===== config.mk =====
export PLATFORM = sky130hd
export DESIGN_NAME = bwmm_ram
export DESIGN_NICKNAME = d
export VERILOG_FILES = /design/src/rtl/core/bwmm_ram.sv
export SDC_FILE = /design/constraint.sdc
export NUM_CORES = 1
export LEC_CHECK = 0
export BUFFER_PORTS_ARGS = -buffer_cell sky130_fd_sc_hd__buf_2
export CELL_PAD_IN_SITES_DETAIL_PLACEMENT = 0
export CELL_PAD_IN_SITES_GLOBAL_PLACEMENT = 1
export CORE_MARGIN = 2
export CORE_UTILIZATION = 55
export DETAILED_ROUTE_END_ITERATION = 8
export PLACE_DENSITY_LB_ADDON = 0.1
export SYNTH_ARGS = -nofsm -noshare
export SYNTH_HDL_FRONTEND = slang
export SYNTH_SLANG_ARGS = --single-unit

===== constraint.sdc =====
create_clock -name i_clk -period 4.35 [get_ports i_clk]
set_input_delay 0.6525 -clock i_clk [delete_from_list [all_inputs] [get_ports i_clk]]
set_output_delay 0.6525 -clock i_clk [all_outputs]
set_load 0.01 [all_outputs]

===== src/rtl/core/bwmm_ram.sv =====
// Generic single write port, single read port RAM with registered read data.
// No dependencies.
`default_nettype none

module bwmm_ram #(
    parameter int WIDTH = 8,
    parameter int DEPTH = 64
) (
    input  wire logic                     i_clk,
    input  wire logic                     i_we,
    input  wire logic [$clog2(DEPTH)-1:0] i_waddr,
    input  wire logic [WIDTH-1:0]         i_wdata,
    input  wire logic [$clog2(DEPTH)-1:0] i_raddr,
    output logic      [WIDTH-1:0]         o_rdata
);

    logic [WIDTH-1:0] r_mem [DEPTH];

    // Storage write and registered read.
    always_ff @(posedge i_clk) begin
        if (i_we) begin
            r_mem[i_waddr] <= i_wdata;
        end
        o_rdata <= r_mem[i_raddr];
    end

endmodule

`default_nettype wire


Word level (Yosys, flattened, before mapping). Memory sizes are Yosys's and may differ from the RTL's. A register that Yosys moved wholly into a read port is not among the register bits. Index checks and enable logic that the tools add are counted.

Register bits: 0. Memory bits (writable): 512. Bits of input ports: 22. Output and inout port bits: 8. Memories kept: 1.

Memories: r_mem (depth 64, width 8, rd ports 1, clocked after memory_dff 1, wr ports 1, line 17) `logic [WIDTH-1:0] r_mem [DEPTH];`.

Multiplexer cells: 2.

Operators with widths (count): 1-bit two-way mux (2).

Depth between registers and ports, before layout. Gate-level depths: netlist (run 1).

Word-level depth: 2. Mapped depth: 9. Mapped depth without buffers: 5.

Least setup slack after synthesis (run 1). OpenSTA, ideal clock, no wires.

Path type: input to register. Start: input port i_raddr[1]. End: register o_rdata[3], read port of r_mem. Library setup time: 0.128 ns. Arrival time: 2.192 ns. Slack: 2.030 ns. Stages on the path: 7. Buffers on the path: 3. Cells stage by stage: buf_4 -> buf_2 -> buf_2 -> mux4_2 -> mux4_2 -> o21ai_1 -> o41ai_1.

RTL lines: start: declaration (line 13) `input wire logic [$clog2(DEPTH)-1:0] i_raddr,`; end: declaration (line 14) `output logic [WIDTH-1:0] o_rdata`.

==> results of run 1 <==
[power by group through the flow]
stage / clock (mW) / combinational, mW / sequential [mW]
6_report: 4.20 / 0.496 / 5.56
5_1_grt: 4.44 / 0.535 / 5.56
4_1_cts: 4.27 / 0.504 / 5.56
3_5_place_dp: 0 / 0.503 / 5.67
3_3_place_gp: 0 / 0.490 / 5.67
2_1_floorplan: 0 / 0.296 / 5.66
[worst paths after layout]
check | startpoint | to | slack [ps] | cells past startpoint
worst max-delay path | i_raddr[0] | o_rdata[0] | 1710 | 6
worst min-delay path | i_raddr[5] | o_rdata[2] | 580 | 3
worst max register to register | r_mem[47][0] | o_rdata[0] | 2170 | 4
worst min register to register | r_mem[22][0] | o_rdata[0] | 830 | 4
[Yosys cell counts (2+ instances only)]
cell,count,share of area
o221ai_1,8,0.0035
dfxtp_1,8,0.0079
o41ai_1,2,0.00087
buf_1,4,0.00074
o32ai_1,2,0.00087
edfxtp_1,512,0.76
buf_2,11,0.0027
nand2_1,19,0.0035
nand3_1,13,0.0032
mux2i_1,23,0.011
nor2b_1,14,0.0043
o2111ai_1,3,0.0013
o21ai_1,2,0.00050
o2bb2ai_1,3,0.0013
nand2b_1,7,0.0022
buf_6,4,0.0022
buf_4,13,0.0048
o21ai_0,2,0.00050
mux4_2,126,0.14
a21oi_1,3,0.00074
mux2_2,13,0.0073
o22ai_1,8,0.0025
nand4_1,2,0.00062
buf_12,2,0.0020
a22oi_1,3,0.0011
a221oi_1,6,0.0026
nor4_1,2,0.00062
clkbuf_1,17,0.0032
a211oi_1,4,0.0015
nand3b_1,3,0.0011
a2111oi_0,2,0.00087
o221a_2,2,0.0011
nor2_1,83,0.015
nor3_1,7,0.0017
o21a_1,2,0.00074
[metrics by stage]
step | hold WS [ps] | utilization | power, mW | cell area, um2
2_1_floorplan | 718 | - | 5.96 | 20200
3_3_place_gp | 822 | 0.570 | 6.16 | 20700
3_5_place_dp | 822 | 0.570 | 6.17 | 20700
4_1_cts | 544 | 0.614 | 10.3 | 22300
5_1_grt | 561 | 0.614 | 10.5 | 22300
6_report | 576 | 0.614 | 10.3 | 22300
[final cells by class]
| cell class | count | area (um2) | area share |
|---|---|---|---|
| flip-flops and latches | 520 | 15500 | 0.696 |
| clock buffers | 62 | 1400 | 0.0627 |
| clock inverters | 31 | 196 | 0.00880 |
| well taps | 468 | 586 | 0.0262 |
| multi-input cells | 369 | 4320 | 0.193 |
| repair buffers | 46 | 299 | 0.0134 |
[kinds of logic (layout without fill, tap and decap cells)]
kind of cell | Yosys count | in the layout | share of synthesized area
compound gates | 54 | 54 | 0.0207
buf+inv | 51 | 139 | 0.0157
flops | 520 | 520 | 0.770
mux | 162 | 162 | 0.159
simple gates | 153 | 153 | 0.0339
[metal layers]
metal | global-route usage | routed length [um] | up-vias | part of all wire
met4 | 0.0724 | 1170 | 4 | 0.026
met2 | 0.380 | 21300 | 426 | 0.48
li1 | - | - | 4023 | -
met1 | 0.353 | 18500 | 5051 | 0.42
met5 | 0 | 21 | - | 0.00047
met3 | 0.0494 | 3390 | 79 | 0.076
[flip-flops by register name, indices dropped and copies added, names as in the netlist]
signal / count
r_mem: 512
o_rdata: 8
[worst min-delay path: cells and delay by family]
family                 cells  cell delay (ps)
and+or+nand+nor            1              130
AOI/OAI and AO/OA          1               60
buffers and inverters      1              240
==> impl_metrics.json, run 1 <==
{
  "slowest_delay_ps": 750,
  "dp_cells": 1403,
  "routed_wl_um": 44300,
  "p_clk_frac": 0.409,
  "syn_avg_cell_area_um2": 21.5,
  "synth_fp_nets": 962,
  "max_clock_freq_ghz": 0.379,
  "rsz0062_at_grt": "no",
  "crit_required_ps": 4780,
  "synthFlopType": "edfxtp_1",
  "setup_viol": 0,
  "crit_family": "buffers and inverters",
  "io_pins": 30,
  "clkSlewWorstSetupHoldPaths_ps": 60,
  "timing.slew.headroom": 0.176,
  "preCtsSetupSlack_ps": 1160,
  "drc": 0,
  "post_cts_buffers": 0,
  "antenna_found_initial": 2,
  "p_int_mw": 8.13,
  "p_per_area_nw_per_um2": 460,
  "grt_max_degree": 65,
  "wl_per_cell_um": 29.6,
  "p_sw_frac": 0.208,
  "drt.antenna.violating_nets": 0,
  "ys_types": 40,
  "layout_common_cells": "edfxtp_1 (512), mux4_2 (126), nor2_1 (83), clkbuf_16 (53), buf_2 (26)",
  "worst_ep_arrival_time_ps": 3070,
  "crit_path_start_kind": "input pin",
  "viasPerCell": 6.41,
  "clockBufferDepth": 3,
  "h-tree-depth": 2,
  "area_growth_pct": 10.7,
  "min_period_over_period": 0.607,
  "root_buffer": "clkbuf_16",
  "ir_drop_uv": 316,
  "crit_path_end_kind": "flip-flop",
  "synth_edf_count": 512,
  "cts_buffers": 52,
  "drv_slew": 0,
  "hold_viol": 0,
  "grt_pass1_wl_um": 66000,
  "critPathMaxFanout": 38,
  "fin_crit_ps": 2640,
  "std_cell_rows": 70,
  "cp_slowest_cell": "a221oi_1",
  "async_flop_share": 0,
  "routed-via-count": 9583,
  "core_um2": 36300,
  "gp_congestion": 0.765,
  "yosysWarnings": 0,
  "dieArea_um2": 38200,
  "drt_iter0_drc": 913,
  "drtPass1Iterations": 6,
  "ctsHoldBuffers": 0,
  "die_w_um": 195,
  "layout-drive-gt1-share": 0.253,
  "layout_commonest_cell": "edfxtp_1",
  "drv_cap": 0,
  "syn_area_um2": 20200,
  "timing.final.ws_setup_ps": 1710,
  "criticalPathCategory": "input pin to flip-flop",
  "p_sw_mw": 2.13,
  "n_fill_cell": 2479,
  "start_util": 0.555,
  "status": "finished, final reports clean",
  "portBuffers": 29,
  "grt_usage": 0.243,
  "dp_hpwl_um": 27200,
  "syn_inst": 940,
  "pwr-share-seq": 0.542,
  "hold_class": "input pin to flip-flop",
  "stdcell_count": 1496,
  "cts_tree": "done",
  "comb_power_share": 0.048,
  "cp_cell_sequence": "clkbuf_8 -> buf_12 -> buf_4 -> mux2_2 -> a221oi_1 -> o2bb2ai_1",
  "fp.dieH_um": 195,
  "fin_tns_setup_ps": 0,
  "postCtsResizedCells": 0,
  "grt_pass1_vias": 9914,
  "clock_latency_ps": 580,
  "synth_seq_cells": 520,
  "clock_sinks": 520,
  "cp_num_buf_inv": 3,
  "n_antenna_cell": 0,
  "fin_nets": 1011,
  "skew_ps": 11.7,
  "yosysSeqAreaShare": 0.770,
  "leakage_nw": 6.95,
  "worst_pin_slew_ps": 1240,
  "grt_overflow_total": 0
}
Note: power is estimated with default switching activity, not from simulation.
==> run 2: changes to the inputs <==
--- a/config.mk
+++ b/config.mk
@@ -9,7 +9,7 @@
 export CELL_PAD_IN_SITES_DETAIL_PLACEMENT = 0
 export CELL_PAD_IN_SITES_GLOBAL_PLACEMENT = 1
 export CORE_MARGIN = 2
-export CORE_UTILIZATION = 55
+export CORE_UTILIZATION = 50
 export DETAILED_ROUTE_END_ITERATION = 8
 export PLACE_DENSITY_LB_ADDON = 0.1
 export SYNTH_ARGS = -nofsm -noshare
==> constraint.sdc (replaced) <==
create_clock -name i_clk -period 2.4 [get_ports i_clk]
set_input_delay 0.36 -clock i_clk [delete_from_list [all_inputs] [get_ports i_clk]]
set_output_delay 0.36 -clock i_clk [all_outputs]
set_load 0.01 [all_outputs]
==> run 2 against run 1 <==
- sequential share of layout area down 3.6 points
- utilization decreased by 2.2 points
- register-to-register slack worse by 2000 ps
- largest cell class unchanged
- first-iteration DRC count fell by 3.8%
- sequential power is 82% higher
- die area up 9.8%
- final cell count increased by 12%
- clock skew is 6.7 ps higher
==> impl_metrics.json, run 2 (synthesis results as in run 1) <==
{
  "antenna_found_initial": 0,
  "grt_pass1_vias": 10300,
  "io_pins": 30,
  "layout-drive-gt1-share": 0.325,
  "n_fill_cell": 2882,
  "core_um2": 39700,
  "stdcell_area_um2": 23500,
  "grt.met1_usage": 0.332,
  "skew_ps": 18.5,
  "drv_cap": 0,
  "power_mw": 19.0,
  "routed_wl_um": 46300,
  "crit_path_end_kind": "flip-flop",
  "rsz0062_at_grt": "no",
  "dp_hpwl_um": 30400,
  "fin_nets": 1128,
  "drt.antenna.violating_nets": 0,
  "p_per_area_nw_per_um2": 807,
  "hold_viol": 0,
  "comb_power_share": 0.054,
  "p_sw_frac": 0.205,
  "hold_depth": 3,
  "cts_tree": "done",
  "leakage_nw": 7.64,
  "post_cts_buffers": 0,
  "layout_commonest_cell": "edfxtp_1",
  "worst_pin_slew_ps": 729,
  "area_growth_pct": 16.7,
  "postCtsResizedCells": 0,
  "start_util": 0.508,
  "routed-via-count": 9918,
  "std_cell_rows": 73,
  "largestRegisters": "r_mem (512), o_rdata (8)",
  "cp_cell_sequence": "mux4_2 -> mux2_2 -> o221a_2 -> nor3_1 -> o32ai_1",
  "drc": 0,
  "viasPerCell": 5.92,
  "layout_common_cells": "edfxtp_1 (512), mux4_2 (126), buf_4 (118), nor2_1 (83), clkbuf_16 (57)",
  "critPathMaxFanout": 1,
  "grt_pass1_wl_um": 68200,
  "fp.dieH_um": 205,
  "met3_usage": 0.0348,
  "clkSlewWorstSetupHoldPaths_ps": 60,
  "largest_reg_flops": 512,
  "p_int_mw": 15.1,
  "drtPass1Iterations": 7,
  "p_sw_mw": 3.90,
  "gp_congestion": 0.803,
  "n_antenna_cell": 0,
  "clock_sinks": 520,
  "largest-register": "r_mem",
  "clock_latency_ps": 590,
  "grt_use_met2": 0.360,
  "pwr-share-seq": 0.531,
  "wl_per_cell_um": 27.6,
  "slowest_delay_ps": 540,
  "grt_max_degree": 65,
  "die_w_um": 205,
  "timing.slew.headroom": 0.514,
  "top_usage_layer": "met2",
  "cp_slowest_cell": "nor3_1",
  "drt_iter0_drc": 878,
  "fin_crit_ps": 2260,
  "cts_buffers": 54,
  "ctsHoldBuffers": 0,
  "h-tree-depth": 2,
  "max_clock_freq_ghz": 0.442,
  "criticalPathCategory": "flip-flop to flip-flop",
  "crit_path_start_kind": "flip-flop",
  "r2r_cells": 5,
  "p_clk_frac": 0.415,
  "dieArea_um2": 42000,
  "clockBufferDepth": 3,
  "portBuffers": 29,
  "drv_slew": 0,
  "root_buffer": "clkbuf_16",
  "status": "finished, final reports clean",
  "grt_usage": 0.229,
  "placed_cell_area_um2": 21900,
  "worst_ep_arrival_time_ps": 2710,
  "hold_ws_ps": 204,
  "ir_drop_uv": 605,
  "hold_class": "input pin to flip-flop",
  "grt_overflow_total": 0,
  "setup_viol": 0,
  "crit_required_ps": 2840,
  "min_period_over_period": 0.943,
  "final_util": 0.592
}
-- run 2: changes by cell type in the layout (fill, tap and decap cells not counted) --
cell / delta
clkinvlp_4: +1
buf_4: +100
clkbuf_16: +4
buf_12: +15
clkbuf_8: -4
bufinv_16: +1
clkinv_2: -2
inv_6: -1
clkbuf_1: +8
clkinv_4: -1
-- run 2: path summary, 6_finish.rpt --
check                    start          to  slack, ps
setup / recovery  r_mem[29][4]  o_rdata[4]        140
hold / removal      i_raddr[5]  o_rdata[2]        200
setup reg to reg  r_mem[29][4]  o_rdata[4]        140
hold reg to reg   r_mem[30][6]  o_rdata[6]        890
-- run 2: power by group through the flow --
stage               clock, mW  combinational (mW)  sequential [mW]
detailed placement          0                1.03             10.3
global placement            0                1.01             10.3
floorplan                   0               0.536             10.3
CTS                      8.05                1.04             10.1
global route             8.43                1.09             10.1
finish                   7.90                1.02             10.1
-- run 2: final cells by class --
class / instances / area, um2 / area share
Multi-Input combinational cell: 369 / 4320 / 0.183
Sequential cell: 520 / 15500 / 0.660
Clock buffer: 70 / 1480 / 0.0627
Timing Repair Buffer: 161 / 1350 / 0.0574
Clock inverter: 29 / 206 / 0.00877
Tap cell: 525 / 657 / 0.0279
-- run 2: per-layer routing --
layer  share of wire  vias up
met5               0        -
met1            0.44     5261
met3           0.058       79
li1                -     4261
met4           0.027        0
met2            0.48      317
-- run 2: worst max-delay path, delay by kind of cell, from the launching register on --
kind	cells	cell delay, ps
AOI/OAI and AO/OA	2	460
muxes	2	760
DFF	1	360
and+or+nand+nor	1	540
-- run 2: stage by stage --
stage                     TNS, ps  setup slack (ps)  cells
after CTS                       0               170   1674
after global placement      -1010              -324   1575
final                           0               136   1674
after detailed placement     -901              -316   1575
after floorplan                 0               372    940
after global routing            0               164   1674
==> run 3: changes to the inputs <==
--- a/config.mk
+++ b/config.mk
@@ -11,6 +11,7 @@
 export CORE_MARGIN = 2
 export CORE_UTILIZATION = 50
 export DETAILED_ROUTE_END_ITERATION = 8
+export MAX_ROUTING_LAYER = met4
 export PLACE_DENSITY_LB_ADDON = 0.1
 export SYNTH_ARGS = -nofsm -noshare
 export SYNTH_HDL_FRONTEND = slang
==> run 3 against run 2 <==
- sequential power is essentially flat
- sequential cell count is the same
- critical path depth stayed put
- non-clock buffer count unchanged
- count of clock-buffer cells in the layout is the same
- maximum frequency increased by 0.10%
- worst setup slack improved by 2.3 ps
- clock power hardly changed
- routed wire length shrank 0.12%
- die area is the same
- design area did not move
- critical endpoint unchanged
- largest cell class unchanged
- highest routed layer unchanged
==> impl_metrics.json, run 3 (synthesis results as in run 1) <==
{
  "routed_wl_um": 46200,
  "leakage_nw": 7.64,
  "timing.slew.headroom": 0.519,
  "startpoint": "r_mem[29][4]",
  "largest_reg_flops": 512,
  "grt_pass1_wl_um": 68300,
  "grt_pass1_vias": 10300,
  "portBuffers": 29,
  "dp_hpwl_um": 30400,
  "largestRegisters": "r_mem (512), o_rdata (8)",
  "crit_end": "o_rdata[4]",
  "antenna_found_initial": 0,
  "die_w_um": 205,
  "fin_tns_setup_ps": 0,
  "drv_cap": 0,
  "clockBufferDepth": 3,
  "cts_buffers": 54,
  "grt_max_degree": 65,
  "worst_pin_slew_ps": 721,
  "n_antenna_cell": 0,
  "wl_per_cell_um": 27.6,
  "root_buffer": "clkbuf_16",
  "drc": 0,
  "ir_drop_uv": 606,
  "start_util": 0.508,
  "layout-drive-gt1-share": 0.325,
  "routed-via-count": 9926,
  "fin_crit_ps": 2260,
  "hold_viol": 0,
  "skew_ps": 19.7,
  "worst_ep_arrival_time_ps": 2700,
  "std_cell_rows": 73,
  "drtPass1Iterations": 5,
  "crit_required_ps": 2840,
  "h-tree-depth": 2,
  "min_period_over_period": 0.942,
  "rsz0062_at_grt": "no",
  "cts_tree": "done",
  "fp.dieH_um": 205,
  "ctsHoldBuffers": 0,
  "dieArea_um2": 42000,
  "viasPerCell": 5.93,
  "cp_slowest_cell": "nor3_1",
  "hold_class": "input pin to flip-flop",
  "io_pins": 30,
  "r2r_cells": 5,
  "drv_slew": 0,
  "layout_commonest_cell": "edfxtp_1",
  "rr_endpoint": "o_rdata[4]",
  "cp_cell_sequence": "mux4_2 -> mux2_2 -> o221a_2 -> nor3_1 -> o32ai_1",
  "drt.antenna.violating_nets": 0,
  "largest-register": "r_mem",
  "preCtsSetupSlack_ps": -316,
  "gp_congestion": 0.815,
  "clkSlewWorstSetupHoldPaths_ps": 60,
  "grt_overflow_total": 0,
  "r2r-start": "r_mem[29][4]",
  "criticalPathCategory": "flip-flop to flip-flop",
  "crit_path_end_kind": "flip-flop",
  "grt_usage": 0.236,
  "critPathMaxFanout": 1,
  "setup_viol": 0,
  "max_clock_freq_ghz": 0.442,
  "clock_sinks": 520,
  "drt_iter0_drc": 961,
  "fin_nets": 1128,
  "status": "finished, final reports clean",
  "postCtsResizedCells": 0,
  "layout_common_cells": "edfxtp_1 (512), mux4_2 (126), buf_4 (118), nor2_1 (83), clkbuf_16 (57)",
  "post_cts_buffers": 0,
  "hp-start": "i_raddr[5]",
  "p_per_area_nw_per_um2": 808,
  "core_um2": 39700,
  "area_growth_pct": 16.7,
  "slowest_delay_ps": 540,
  "crit_path_start_kind": "flip-flop",
  "r2r_setup_slack_ps": 140,
  "timing.final.ws_setup_ps": 138,
  "clock_latency_ps": 590
}
-- run 3: cell counts in the layout (fill, tap and decap cells not counted) --
Identical to the previous run, type by type.
-- run 3: worst min path at each step --
stage	end	slack [ps]	depth (start not counted)
CTS	o_rdata[2]	170	3
floorplan	r_mem[0][0]	460	0
global placement	o_rdata[0]	800	1
finish	o_rdata[2]	200	3
global route	o_rdata[2]	210	3
detailed placement	o_rdata[2]	800	3
-- run 3: through the flow --
stage               total power, mW  std cells  hold slack [ps]  cell area (um2)  utilization
floorplan                      10.8        940              459            20200            -
global placement               11.3       1575              797            21900        0.550
detailed placement             11.3       1575              796            21900        0.550
CTS                            19.2       1674              166            23500        0.592
global route                   19.6       1674              207            23500        0.592
finish                         19.0       1674              203            23500        0.592
-- run 3: power breakdown --
part / switching (mW) / leakage, nW / internal, mW
Combinational: 0.591 / 2.15 / 0.429
Clock: 3.28 / 0.819 / 4.62
Sequential: 0.0365 / 4.67 / 10.1
Total: 3.91 / 7.64 / 15.1
-- run 3: layout make-up --
cell class                      instances  area [um2]
Multi-Input combinational cell        369        4320
Timing Repair Buffer                  161        1350
Clock buffer                           70        1480
Fill cell                            2882       16200
Sequential cell                       520       15500
Tap cell                              525         657
Clock inverter                         29         206
-- run 3: critical path, delay by kind of cell (launching register included) --
kind	cells	cell delay [ps]
muxes	2	770
AOI/OAI and AO/OA	2	460
and+or+nand+nor	1	540
DFF	1	360
-- run 3: routing by layer --
metal  global-route usage  part of all wire  vias up
met3               0.0348             0.062       84
met2                0.360              0.48      349
met4               0.0766             0.027        0
met1                0.332              0.43     5237
li1                     -                 -     4256
met5                    -                 0        -
